## src/rtl/core/bfd_pkg.sv

```systemverilog
// Shared types and constants for the Bezier forward-differencing block.
package bfd_pkg;

  localparam int unsigned COORD_W    = 32;
  localparam int unsigned DIFF_W     = 48;
  localparam int unsigned EXT_BITS   = 15;
  localparam int unsigned MAX_POINTS = 64;
  localparam int unsigned CNT_W      = 7;
  localparam int unsigned NUM_W      = 64;
  localparam int unsigned DEN_W      = 18;
  localparam int unsigned LEN_W      = 32;

  localparam logic [CNT_W-1:0] POINT_COUNT_RST = CNT_W'(16);
  localparam logic [CNT_W-1:0] POINT_COUNT_MIN = CNT_W'(2);
  localparam logic [CNT_W-1:0] POINT_COUNT_MAX = CNT_W'(MAX_POINTS);
  localparam logic [1:0]       IDX_P3          = 2'd3;

  // One curve job: P0..P3, each x/y/z, plus the clamped point count
  typedef struct packed {
    logic [3:0][2:0][COORD_W-1:0] pts;
    logic [CNT_W-1:0]             count;
  } run_t;

endpackage

```

## src/rtl/core/bfd_queue.sv

```systemverilog
// Two-entry job queue between front end and curve engine.
module bfd_queue (
  input  logic          clk_i,
  input  logic          rst_ni,
  input  logic          push_i,
  input  bfd_pkg::run_t entry_i,
  output logic          full_o,
  input  logic          pop_i,
  output logic          valid_o,
  output bfd_pkg::run_t entry_o
);

  bfd_pkg::run_t mem_q [2];
  logic          wr_ptr_q, rd_ptr_q;
  logic [1:0]    fill_q;

  assign full_o  = fill_q == 2'd2;
  assign valid_o = fill_q != 2'd0;
  assign entry_o = mem_q[rd_ptr_q];

  always_ff @(posedge clk_i) begin
    if (push_i) begin
      mem_q[wr_ptr_q] <= entry_i;
    end
  end

  always_ff @(posedge clk_i or negedge rst_ni) begin
    if (!rst_ni) begin
      wr_ptr_q <= 1'b0;
      rd_ptr_q <= 1'b0;
      fill_q   <= 2'd0;
    end else begin
      if (push_i) begin
        wr_ptr_q <= !wr_ptr_q;
      end
      if (pop_i) begin
        rd_ptr_q <= !rd_ptr_q;
      end
      if (push_i && !pop_i) begin
        fill_q <= fill_q + 2'd1;
      end else if (pop_i && !push_i) begin
        fill_q <= fill_q - 2'd1;
      end
    end
  end

endmodule

```

## config.mk

```make
export PLATFORM = sky130hd
export DESIGN_NAME = bfd_queue
export DESIGN_NICKNAME = d
export VERILOG_FILES = /design/src/rtl/core/bfd_pkg.sv /design/src/rtl/core/bfd_queue.sv
export SDC_FILE = /design/constraint.sdc
export NUM_CORES = 1
export LEC_CHECK = 0
export BUFFER_PORTS_ARGS = -buffer_cell sky130_fd_sc_hd__buf_2
export CAP_MARGIN = 10
export CELL_PAD_IN_SITES_DETAIL_PLACEMENT = 0
export CELL_PAD_IN_SITES_GLOBAL_PLACEMENT = 2
export CORE_AREA = 2 2 310 312
export CTS_CLUSTER_SIZE = 30
export DETAILED_ROUTE_END_ITERATION = 6
export DIE_AREA = 0 0 312 314
export PLACE_DENSITY_LB_ADDON = 0.1
export SLEW_MARGIN = 0
export SYNTH_ARGS = -nofsm -noshare
export SYNTH_HDL_FRONTEND = slang
export SYNTH_SLANG_ARGS = --single-unit
```

## constraint.sdc

```tcl
create_clock -name clk_i -period 32 [get_ports clk_i]
set_clock_uncertainty 0.2 [all_clocks]
set_input_delay 3.2 -clock clk_i [delete_from_list [all_inputs] [get_ports clk_i]]
set_output_delay 3.2 -clock clk_i [all_outputs]
set_load 0.005 [all_outputs]
```

* Word-level counts from Yosys, hierarchy flattened
Memory sizes are Yosys's and may differ from the RTL's.
Index checks and enable logic that the tools add are counted.
** Word-level totals
- Input port bits :: 395
- Logic and storage cells :: 19
- RAM bits :: 782
- Memories :: 1
- Output and inout bits :: 393
- Register bits after elaboration :: 4
** Operators by class
- Muxes and demuxes :: 4
- Equal/unequal tests :: 1
- Reduce and logical (&&, ||, !) cells :: 8
- Add/subtract/negate cells :: 2
** Memory list
- mem_q :: depth 2, width 391, read ports 1, clocked after Yosys merged registers in 0, wr ports 1, RTL line bfd_queue.sv:13 : bfd_pkg::run_t mem_q [2];
** Operators by type and width (count)
- $logic_not 1->1 :: 4
- $mux 2 :: 2
- $reduce_bool 2->1 :: 2
- $add 2x1->2 const B :: 1
- $eq 2x2->1 const B :: 1
- $logic_and 1x1->1 :: 2
- $mux 1 :: 2
- $sub 2x1->2 const B :: 1

* Depth between registers and ports, before layout
- Word-level depth :: 4
- Gate-level depth with buffers :: 5
- Gate-level depth less buffers :: 5

* Least setup slack after synthesis
Ideal clock, no wire load.
- Path kind :: in2reg
- From :: input push_i
- To :: memory mem_q[0][0] (netlist bit) (enable)
- Cell stages on the path :: 1
- Setup slack :: 10.619 ns
- Arrival :: 19.982 ns
- Required time :: 30.600 ns
- Library setup time :: 1.200 ns
- Path buffers :: 0
- Cells stage by stage :: nor2b_1
** Between the ends
- Longest elaborated chain between the ends :: 2
** Ends and longest elaborated chain
- from (decl) :: RTL line bfd_queue.sv:5 : input logic push_i,
- $mux 1 :: RTL line bfd_queue.sv:22 : if (push_i) begin
- $mux 1 (not written as such) :: RTL line bfd_queue.sv:23 : mem_q[wr_ptr_q] <= entry_i;
- to (decl) :: RTL line bfd_queue.sv:13
No other way between the ends.

==> reports/results.ini <==
[run_status]
outcome = completed

[floorplanning]
die_h_um = 314
top_level_ports = 788
coreArea_um2 = 94400
initial_utilization_pct = 30.4
placementRows = 113
die-area_um2 = 98000
width_of_the_die_um = 312

[timing]
ratio_of_final_minimum_period_to_clock_period_pct = 23.1
grt_setup_unrepaired = no
final-max-slew-violation-count = 0
max_slew_margin_pct = 23.0
tightestPinTransition_ns = 1.16
hold_viol_final = 0
fmaxAchievable_mhz = 136
report.final.setup_viol = 0
final.min_clock_period_ns = 7.38
worst_setup_slack_after_layout_ns = 24.62
timing.setup.tns_ns = 0

[logic_synthesis]
simple_gate_share_of_the_synthesized_area_pct = 0.100
ys_types = 16
synth-xor-area-share_pct = 0.153
post_synth_mux_area_share_pct = 15.7
post_synth_most_frequent_cells = edfxtp_1 (782), mux2_2 (353), buf_6 (42)
synth_area_per_cell_um2 = 23.3
synthesis.instances = 1233
async_flop_share_pct = 0.509
post-synth-top-count-cell = edfxtp_1
synth_area_leaders = edfxtp_1 (82%), mux2_2 (14%), buf_6 (1.6%)
synth_top_family_by_area = multiplexers
syn_area_um2 = 28700
synth_largest_type_area_fraction_pct = 81.9
postSynthRegisterBits = 786
syn-num-nets = 1629
synth-adder-area-share_pct = 0.0436
yosys_most_used_dff = edfxtp_1
area_fraction_in_compound_gates_after_synthesis_pct = 0
synth_enable_flop_cells = 782
synth-warning-count = 0
seq_area_frac_synth_pct = 82.2
synth.largest_area_cell = edfxtp_1

[critical_path]
timing.critical_path.arrival_ns = 3.98
ff2ff_setup_slack_ns = 28.50
path_max_fanout = 66
critical_path_required_ns = 28.60
end_kind = primary output
worst-setup-path-type = register to primary output
startpoint_type = register

[cts]
cts_hold_repair.buffers = 0
clk_pin_slew_ns = 0.05
cts_made_buffers = 90
ctsRootBufferMaster = clkbuf_16
cts_max_level = 3
clock_sink_total = 786
clk_latency_ns = 0.64
cts_tree = done
post-cts-setup-buffers = 0
cts_repair_resize_count = 0
clock_tree.buffer_depth = 3

[place]
place_ws_ns = 25.17
detailed_place_hpwl_mm = 55.7
io_buffer_count = 787
gp_congestion = 0.812
post-place-cells = 3252

[route]
met3WireLength_mm = 6.66
detailroute.via_count = 14800
drt-total-wl_mm = 79.7
via_cell_ratio = 4.33
wl_met1_mm = 26.7
maxUsedRoutingLayer = met5
post_drt_wl_per_cell_um = 23.3
drt_iter0_drc = 907
wl_met2_mm = 43.5
dr.pass1.iters = 4
drtAntennaViolNets = 0
drc = 0

[grt]
gr-usage-all-layers_pct = 15.7
grt.overflow.total = 0
via_count_of_the_first_global_routing_pass = 15900
grt_pass1_wl_mm = 110
grt_antenna_before_repair = 55
grt_start_max_net_pins = 167

[final_layout]
final-instance-count-excl-fill = 3427
fillerInstances = 8947
layout.nets = 2475
layout-area-overhead-vs-synth_pct = 28.0
layout-drive-gt1-share_pct = 60.7

[power]
max-vdd-ir-drop_mv = 0.0496
static-leakage-power_uw = 0.0136
powerDensity_nw_per_um2 = 89.0

[hold_path]
hold_path.class = register to register

[flow_run]
max_cap_violations = 0

==> through the flow <==
stage | total power (µW) | utilization (%) | hold slack (ns) | area, µm²
after global routing | 3430 | 38.9 | 0.299 | 36700
after global placement | 2330 | 35.8 | 0.264 | 33900
final | 3270 | 38.9 | 0.269 | 36700
after detailed placement | 2330 | 35.8 | 0.265 | 33900
after CTS | 3340 | 38.8 | 0.276 | 36700
after floorplan | 2060 | - | 0.247 | 28700
==> cell type report <==
cell class	count	area [µm²]	area share [%]
well taps	1265	1580	4.31
inverters	1	3.75	0.0102
diodes	14	35.0	0.0954
clock inverters	48	440	1.20
repair buffers	798	4070	11.1
flip-flops and latches	786	23600	64.2
multi-input cells	402	4610	12.6
clock buffers	113	2380	6.49
==> per-layer routing <==
metal	global-route usage [%]	up-vias
li1	-	6686
met1	15.5	7353
met2	29.4	551
met3	6.28	199
met4	5.77	34
met5	0	-
==> power breakdown <==
group          switching [µW]  internal (µW)  total [µW]
Clock                     406            582         988
Combinational             454            398         852
Sequential               57.5           1370        1430
==> cells in the final DEF, fill, tap and decap left out, types with 3 or more instances in the layout <==
master	count
diode_2	14
buf_2	787
buf_4	7
bufinv_16	7
clkbuf_16	92
mux2_1	8
mux2_4	30
clkinv_2	12
clkinv_1	21
clkbuf_1	21
mux2_2	353
buf_12	4
clkinv_8	3
inv_6	4
xor2_1	4
edfxtp_1	782
dfrtp_1	3
==> cells by family after synthesis <==
group	Yosys count
flops	786
mux	391
buf+inv	45
xor+xnor	5
simple gates	5
fa+ha+maj	1
==> final timing paths <==
path | from | to | depth (start not counted)
worst max-delay path | rd_ptr_q | entry_o[35] | 4
worst min-delay path | fill_q[1] | fill_q[1] | 1
worst max register to register | wr_ptr_q | mem_q[1][218] | 3
worst min register to register | fill_q[1] | fill_q[1] | 1
max in group asynchronous | rst_ni | rd_ptr_q | 1
min in group asynchronous | rst_ni | rd_ptr_q | 1
==> critical path: stages (launching register included) <==
cell,delay (ns)
dfrtp_4,1.06
buf_4,0.82
buf_4,0.77
mux2_2,0.42
buf_2,0.13
==> registers in the layout (all words and copies together), names as in the netlist <==
| register | flops |
|---|---|
| rd_ptr_q | 1 |
| mem_q | 782 |
| fill_q | 2 |
| wr_ptr_q | 1 |
No activity file was read; power rests on OpenSTA's default activity.
