<file path="config.mk">
export PLATFORM = sky130hd
export DESIGN_NAME = bfd_front
export DESIGN_NICKNAME = d
export VERILOG_FILES = /design/src/rtl/core/bfd_pkg.sv /design/src/rtl/core/bfd_front.sv
export SDC_FILE = /design/constraint.sdc
export NUM_CORES = 1
export LEC_CHECK = 0
export BUFFER_PORTS_ARGS = -buffer_cell sky130_fd_sc_hd__buf_2
export CORE_AREA = 2 2 195 197
export DETAILED_ROUTE_END_ITERATION = 8
export DIE_AREA = 0 0 197 199
export PLACE_DENSITY = 0.49
export SKIP_CTS_REPAIR_TIMING = 1
export SLEW_MARGIN = 20
export SYNTH_ARGS = -nofsm -noshare
export SYNTH_HDL_FRONTEND = slang
export SYNTH_SLANG_ARGS = --single-unit
</file>
<file path="constraint.sdc">
create_clock -name clk_i -period 1.2 [get_ports clk_i]
set_input_delay 0.06 -clock clk_i [delete_from_list [all_inputs] [get_ports clk_i]]
set_output_delay 0.06 -clock clk_i [all_outputs]
set_load 0.005 [all_outputs]
</file>
<file path="src/rtl/core/bfd_pkg.sv">
// Shared types and constants for the Bezier forward-differencing block.
package bfd_pkg;

  localparam int unsigned COORD_W    = 32;
  localparam int unsigned DIFF_W     = 48;
  localparam int unsigned EXT_BITS   = 15;
  localparam int unsigned MAX_POINTS = 64;
  localparam int unsigned CNT_W      = 7;
  localparam int unsigned NUM_W      = 64;
  localparam int unsigned DEN_W      = 18;
  localparam int unsigned LEN_W      = 32;

  localparam logic [CNT_W-1:0] POINT_COUNT_RST = CNT_W'(16);
  localparam logic [CNT_W-1:0] POINT_COUNT_MIN = CNT_W'(2);
  localparam logic [CNT_W-1:0] POINT_COUNT_MAX = CNT_W'(MAX_POINTS);
  localparam logic [1:0]       IDX_P3          = 2'd3;

  // One curve job: P0..P3, each x/y/z, plus the clamped point count
  typedef struct packed {
    logic [3:0][2:0][COORD_W-1:0] pts;
    logic [CNT_W-1:0]             count;
  } run_t;

endpackage

</file>
<file path="src/rtl/core/bfd_front.sv">
// Front end: control point store, point count register and job issue.
module bfd_front (
  input  logic                           clk_i,
  input  logic                           rst_ni,
  input  logic                           in_valid_i,
  output logic                           in_ready_o,
  input  logic [1:0]                     ctrl_index_i,
  input  logic [bfd_pkg::COORD_W-1:0]    ctrl_x_i,
  input  logic [bfd_pkg::COORD_W-1:0]    ctrl_y_i,
  input  logic [bfd_pkg::COORD_W-1:0]    ctrl_z_i,
  input  logic                           point_count_we_i,
  input  logic [bfd_pkg::CNT_W-1:0]      point_count_i,
  input  logic                           q_full_i,
  output logic                           q_push_o,
  output bfd_pkg::run_t                  q_entry_o
);

  logic [bfd_pkg::CNT_W-1:0]   count_q;
  logic [bfd_pkg::CNT_W-1:0]   count_clamped;
  logic [bfd_pkg::COORD_W-1:0] store_q [3][3];
  logic                        accept;

  assign in_ready_o = !q_full_i;
  assign accept     = in_valid_i && in_ready_o;
  assign q_push_o   = accept && (ctrl_index_i == bfd_pkg::IDX_P3);

  always_ff @(posedge clk_i or negedge rst_ni) begin
    if (!rst_ni) begin
      count_q <= bfd_pkg::POINT_COUNT_RST;
    end else if (point_count_we_i) begin
      count_q <= point_count_i;
    end
  end

  always_ff @(posedge clk_i) begin
    if (accept && ctrl_index_i != bfd_pkg::IDX_P3) begin
      store_q[ctrl_index_i][0] <= ctrl_x_i;
      store_q[ctrl_index_i][1] <= ctrl_y_i;
      store_q[ctrl_index_i][2] <= ctrl_z_i;
    end
  end

  always_comb begin
    if (count_q < bfd_pkg::POINT_COUNT_MIN) begin
      count_clamped = bfd_pkg::POINT_COUNT_MIN;
    end else if (count_q > bfd_pkg::POINT_COUNT_MAX) begin
      count_clamped = bfd_pkg::POINT_COUNT_MAX;
    end else begin
      count_clamped = count_q;
    end
  end

  always_comb begin
    for (int p = 0; p < 3; p++) begin
      for (int a = 0; a < 3; a++) begin
        q_entry_o.pts[p][a] = store_q[p][a];
      end
    end
    q_entry_o.pts[3][0] = ctrl_x_i;
    q_entry_o.pts[3][1] = ctrl_y_i;
    q_entry_o.pts[3][2] = ctrl_z_i;
    q_entry_o.count     = count_clamped;
  end

endmodule

</file>
# ---- Yosys cells after proc, flatten, opt, wreduce, memory -nomap -nowiden
# Memories as Yosys holds them, arrays and structs flattened.
# Index checks and enable logic that the tools add are counted.
dict set report totals {
  latchBits 0
  memories 1
  mem_bits_rw 288
  romBits 0
  register_bits 7
  output_inout_bits 393
}
# memory depth word_bits rd rd_ports_with_merged_regs wr line_no
set mem_list {}
lappend mem_list {store_q 3 96 3 0 1 bfd_front.sv:20} ;# logic [bfd_pkg::COORD_W-1:0] store_q [3][3];
dict set report classes {
  div 0
  n_mul 0
  n_bitwise 0
  addsub 0
  shift 0
  eq_ne 2
  muxes 4
  reduce_logical 4
  order_cmp 2
}
# cell n
set ops {}
lappend ops {{two-way mux 7 bit} 2}
lappend ops {{> comparator 7 bit (second input constant)} 1}
lappend ops {{< comparator 7 x 2 -> 1 bit (second input constant)} 1}
lappend ops {{logical AND 1 bit} 3}
lappend ops {{== test 2 bit (second input constant)} 1}
lappend ops {{two-way mux 1 bit} 2}
lappend ops {{inequality test 2 bit (second input constant)} 1}
lappend ops {{logical NOT 1 bit} 1}

# ---- Depth between registers and ports, before layout
dict set report logic_depth {
  ltp_word 5
  ltp_mapped 3
  depth_no_buf 2
}

# ---- Worst setup path before layout
# Ideal clock, no wire load.
dict set report synth_path {
  path_kind {in2reg}
  from {input port q_full_i}
  to {memory store_q[0][0] in the netlist's numbering (enable)}
  n_path_buf 0
  arrival_time_ps 10059
  slack_ps -9684
  path_stages 1
  cell_sequence {nor4b_1}
}
dict set report synth_between {
  elab_chain_len 5
}
# item line_no
set synth_lines {}
lappend synth_lines {{from (decl)} bfd_front.sv:13} ;# input logic q_full_i,
lappend synth_lines {{logical NOT 1 bit} bfd_front.sv:23} ;# assign in_ready_o = !q_full_i;
lappend synth_lines {{logical AND 1 bit} bfd_front.sv:24} ;# assign accept = in_valid_i && in_ready_o;
lappend synth_lines {{logical AND 1 bit} bfd_front.sv:36} ;# if (accept && ctrl_index_i != bfd_pkg::IDX_P3) begin
lappend synth_lines {{two-way mux 1 bit} bfd_front.sv:36}
lappend synth_lines {{two-way mux 1 bit (implied by the code)} bfd_front.sv:39} ;# store_q[ctrl_index_i][2] <= ctrl_z_i;
lappend synth_lines {{to (decl)} bfd_front.sv:20}
# Every way passes these cells.

==> flow_metrics.env <==
export IMPL_path_cells="nor4_2 > o21ba_1 > buf_2"
export IMPL_relSlewSlack_pct=78.9
export IMPL_grt_antenna_before_repair=0
export IMPL_finalSetupViolCount=6
export IMPL_ys_top_cells_by_area="edfxtp_1 (89%), buf_4 (7.4%), dfrtp_1 (1.5%), mux2_2 (0.69%), dfstp_2 (0.27%)"
export IMPL_top_usage_layer="met2"
export IMPL_path_max_fanout=3
export IMPL_clockBufferDepth=3
export IMPL_grt_max_degree=27
export IMPL_worstSetupEndpointType="output port"
export IMPL_violations="negative setup slack"
export IMPL_die_y_um=199
export IMPL_slowest_stage="dfrtp_1"
export IMPL_postRouteAntennaNets=0
export IMPL_stdcell_count=1498
export IMPL_fp_dieW_um=197
export IMPL_wl_per_cell_um=17.6
export IMPL_cts_root_buf="clkbuf_16"
export IMPL_ys_seq_elements=295
export IMPL_whs_ns=0.0745
export IMPL_max_stage_delay_ns=0.40
export IMPL_post_route_util_pct=39.3
export IMPL_critical_path_startpoint="count_q[2]"
export IMPL_dpl_hpwl_mm=18.7
export IMPL_power_density_nw_per_um2=1530
export IMPL_crit_buf_inv=1
export IMPL_yosysMostFrequentCell="edfxtp_1"
export IMPL_worstMarginPinSlew_ns=0.316
export IMPL_synth_top_area_cell="edfxtp_1"
export IMPL_met3_usage_pct=3.39
export IMPL_grt_pass1_wl_mm=34.0
export IMPL_grt_usage_pct=11.8
export IMPL_portBuffers=502
export IMPL_cp_top_family="flip-flops"
export IMPL_hold_path_class="in2reg"
export IMPL_grtUsageMet1_pct=13.9
export IMPL_drive_gt1_share_pct=58.4
export IMPL_yosysUniqueCellTypes=18
export IMPL_io_pins=503
export IMPL_pre_cts_slack_ns=-0.129
export IMPL_slew_viol_final=0
export IMPL_syn_nets=525
export IMPL_clk_latency_ns=0.54
export IMPL_avgSynthCellArea_sq_um=23.5
export IMPL_synthCells=415
export IMPL_area_growth_pct=50.0
export IMPL_r2r_start="count_q[6]"
export IMPL_async_flop_share_pct=2.37
export IMPL_hold_viol=0
export IMPL_clock_skew_ns=0
export IMPL_antenna_cells=0
export IMPL_initial_core_util_pct=26.2
export IMPL_post_route_drc_count=0
export IMPL_synth_warnings=0
export IMPL_max_freq_mhz=634
export IMPL_status="finished with violations"
export IMPL_min_period_ns=1.58
export IMPL_finalWorstSetupSlack_ns=-0.377
export IMPL_cts_made_buffers=30
export IMPL_h_tree_depth=1
export IMPL_ys_seq_area_share_pct=90.6
export IMPL_core_area_sq_um=37100
export IMPL_peakVddDrop_mv=1.04
export IMPL_hold_path_startpoint="ctrl_index_i[1]"
export IMPL_cts_tree="yes"
export IMPL_crit_required_ns=1.14
export IMPL_rows=71
export IMPL_cp_arrival_ns=1.52
export IMPL_use_met2_pct=20.8
export IMPL_drv_cap=0
export IMPL_grt_pass1_vias=5311
export IMPL_criticalPathCategory="reg2out"
export IMPL_overflow=0
export IMPL_yosys_top_cells_count="edfxtp_1 (288), buf_4 (96), dfrtp_1 (6), mux2_2 (6), nor2b_1 (4)"
export IMPL_period_share_pct=131
export IMPL_path_clk_slew_ns=0.06
export IMPL_cts_sinks=295
export IMPL_drt_iter0_markers=181
export IMPL_nFillCells=3425
export IMPL_vias=5903
export IMPL_fin_nets=1110
export IMPL_viasPerCell=3.94
export IMPL_synth_top_area_share_pct=88.8
export IMPL_wl_mm=26.4
export IMPL_setup_tns_final_ns=-1.24
export IMPL_synthFlopType="edfxtp_1"
export IMPL_gp_congestion=0.741
export IMPL_synth_edf_count=288
export IMPL_rsz0062_at_grt="true"
export IMPL_dieArea_sq_um=39200
export IMPL_leakagePower_nw=5.93
export IMPL_dr_pass1_iters=4
export IMPL_startpoint_type="flip-flop"
export IMPL_placed_cells=1334
export IMPL_syn_area_sq_um=9740
[through the flow]
step	cell area, sq um	total power, mW
final	14600	22.4
after global routing	14600	23.2
after CTS	13500	22.4
after detailed placement	12600	13.2
after global placement	12600	13.2
after floorplan	9790	12.4
[layer usage]
metal	vias to the layer above	routed length, um
met1	2899	10000
met5	-	0
met3	39	1950
li1	2669	-
met4	0	658
met2	296	13800
[state kept, by name, summed over array words and instances, names as in the netlist]
name     count
store_q    288
count_q      7
[cell type report]
cell class,instances,area [sq um],area share [%]
Clock buffer,38,802,5.49
Tap cell,474,593,4.06
Timing Repair Buffer,651,3990,27.3
Clock inverter,18,171,1.17
Inverter,2,7.51,0.0514
Sequential cell,295,8830,60.4
Multi-Input combinational cell,20,218,1.49
[kinds of logic (layout without fill, tap and decap cells)]
family                 Yosys count  count (layout)  synth area share (%)
AOI/OAI and AO/OA                3               3                 0.205
DFF                            295             295                  90.6
muxes                            6               6                 0.694
and+or+nand+nor                 11              11                 0.873
buffers and inverters          100             709                  7.63
[path summary, 6_finish.rpt]
check                                  to  slack [ns]  cells after the start
max in group asynchronous      count_q[6]        0.46                      3
min in group asynchronous      count_q[3]        0.48                      3
max reg2reg                    count_q[6]        0.37                      1
max                          q_entry_o[1]       -0.38                      3
min                        store_q[1][78]        0.07                      3
min reg2reg                    count_q[0]        0.52                      1
[layout by cell type, fill, tap and decap left out, types with 2 or more instances in the layout]
cell           count
dfrtp_1            5
mux2_2             6
nor4bb_4           2
nor2b_1            4
clkinv_2           5
dlygate4sd3_1    108
edfxtp_1         288
buf_4             34
clkinv_1           6
inv_1              2
clkbuf_1           7
clkinvlp_4         3
clkbuf_16         31
bufinv_16          3
buf_12             7
buf_2            502
[tightest hold or removal path: stages]
cell and delay (ns):
buf_2 0.15, nor4bb_4 0.07, buf_12 0.17
[where the power goes]
part | internal, mW | total, mW | leakage (nW) | switching [mW]
combinational | 0.766 | 1.46 | 2.77 | 0.698
sequential | 11.7 | 11.8 | 2.70 | 0.102
clock | 5.37 | 9.15 | 0.468 | 3.78
total | 17.8 | 22.4 | 5.93 | 4.58
No activity file was read; power rests on OpenSTA's default activity.
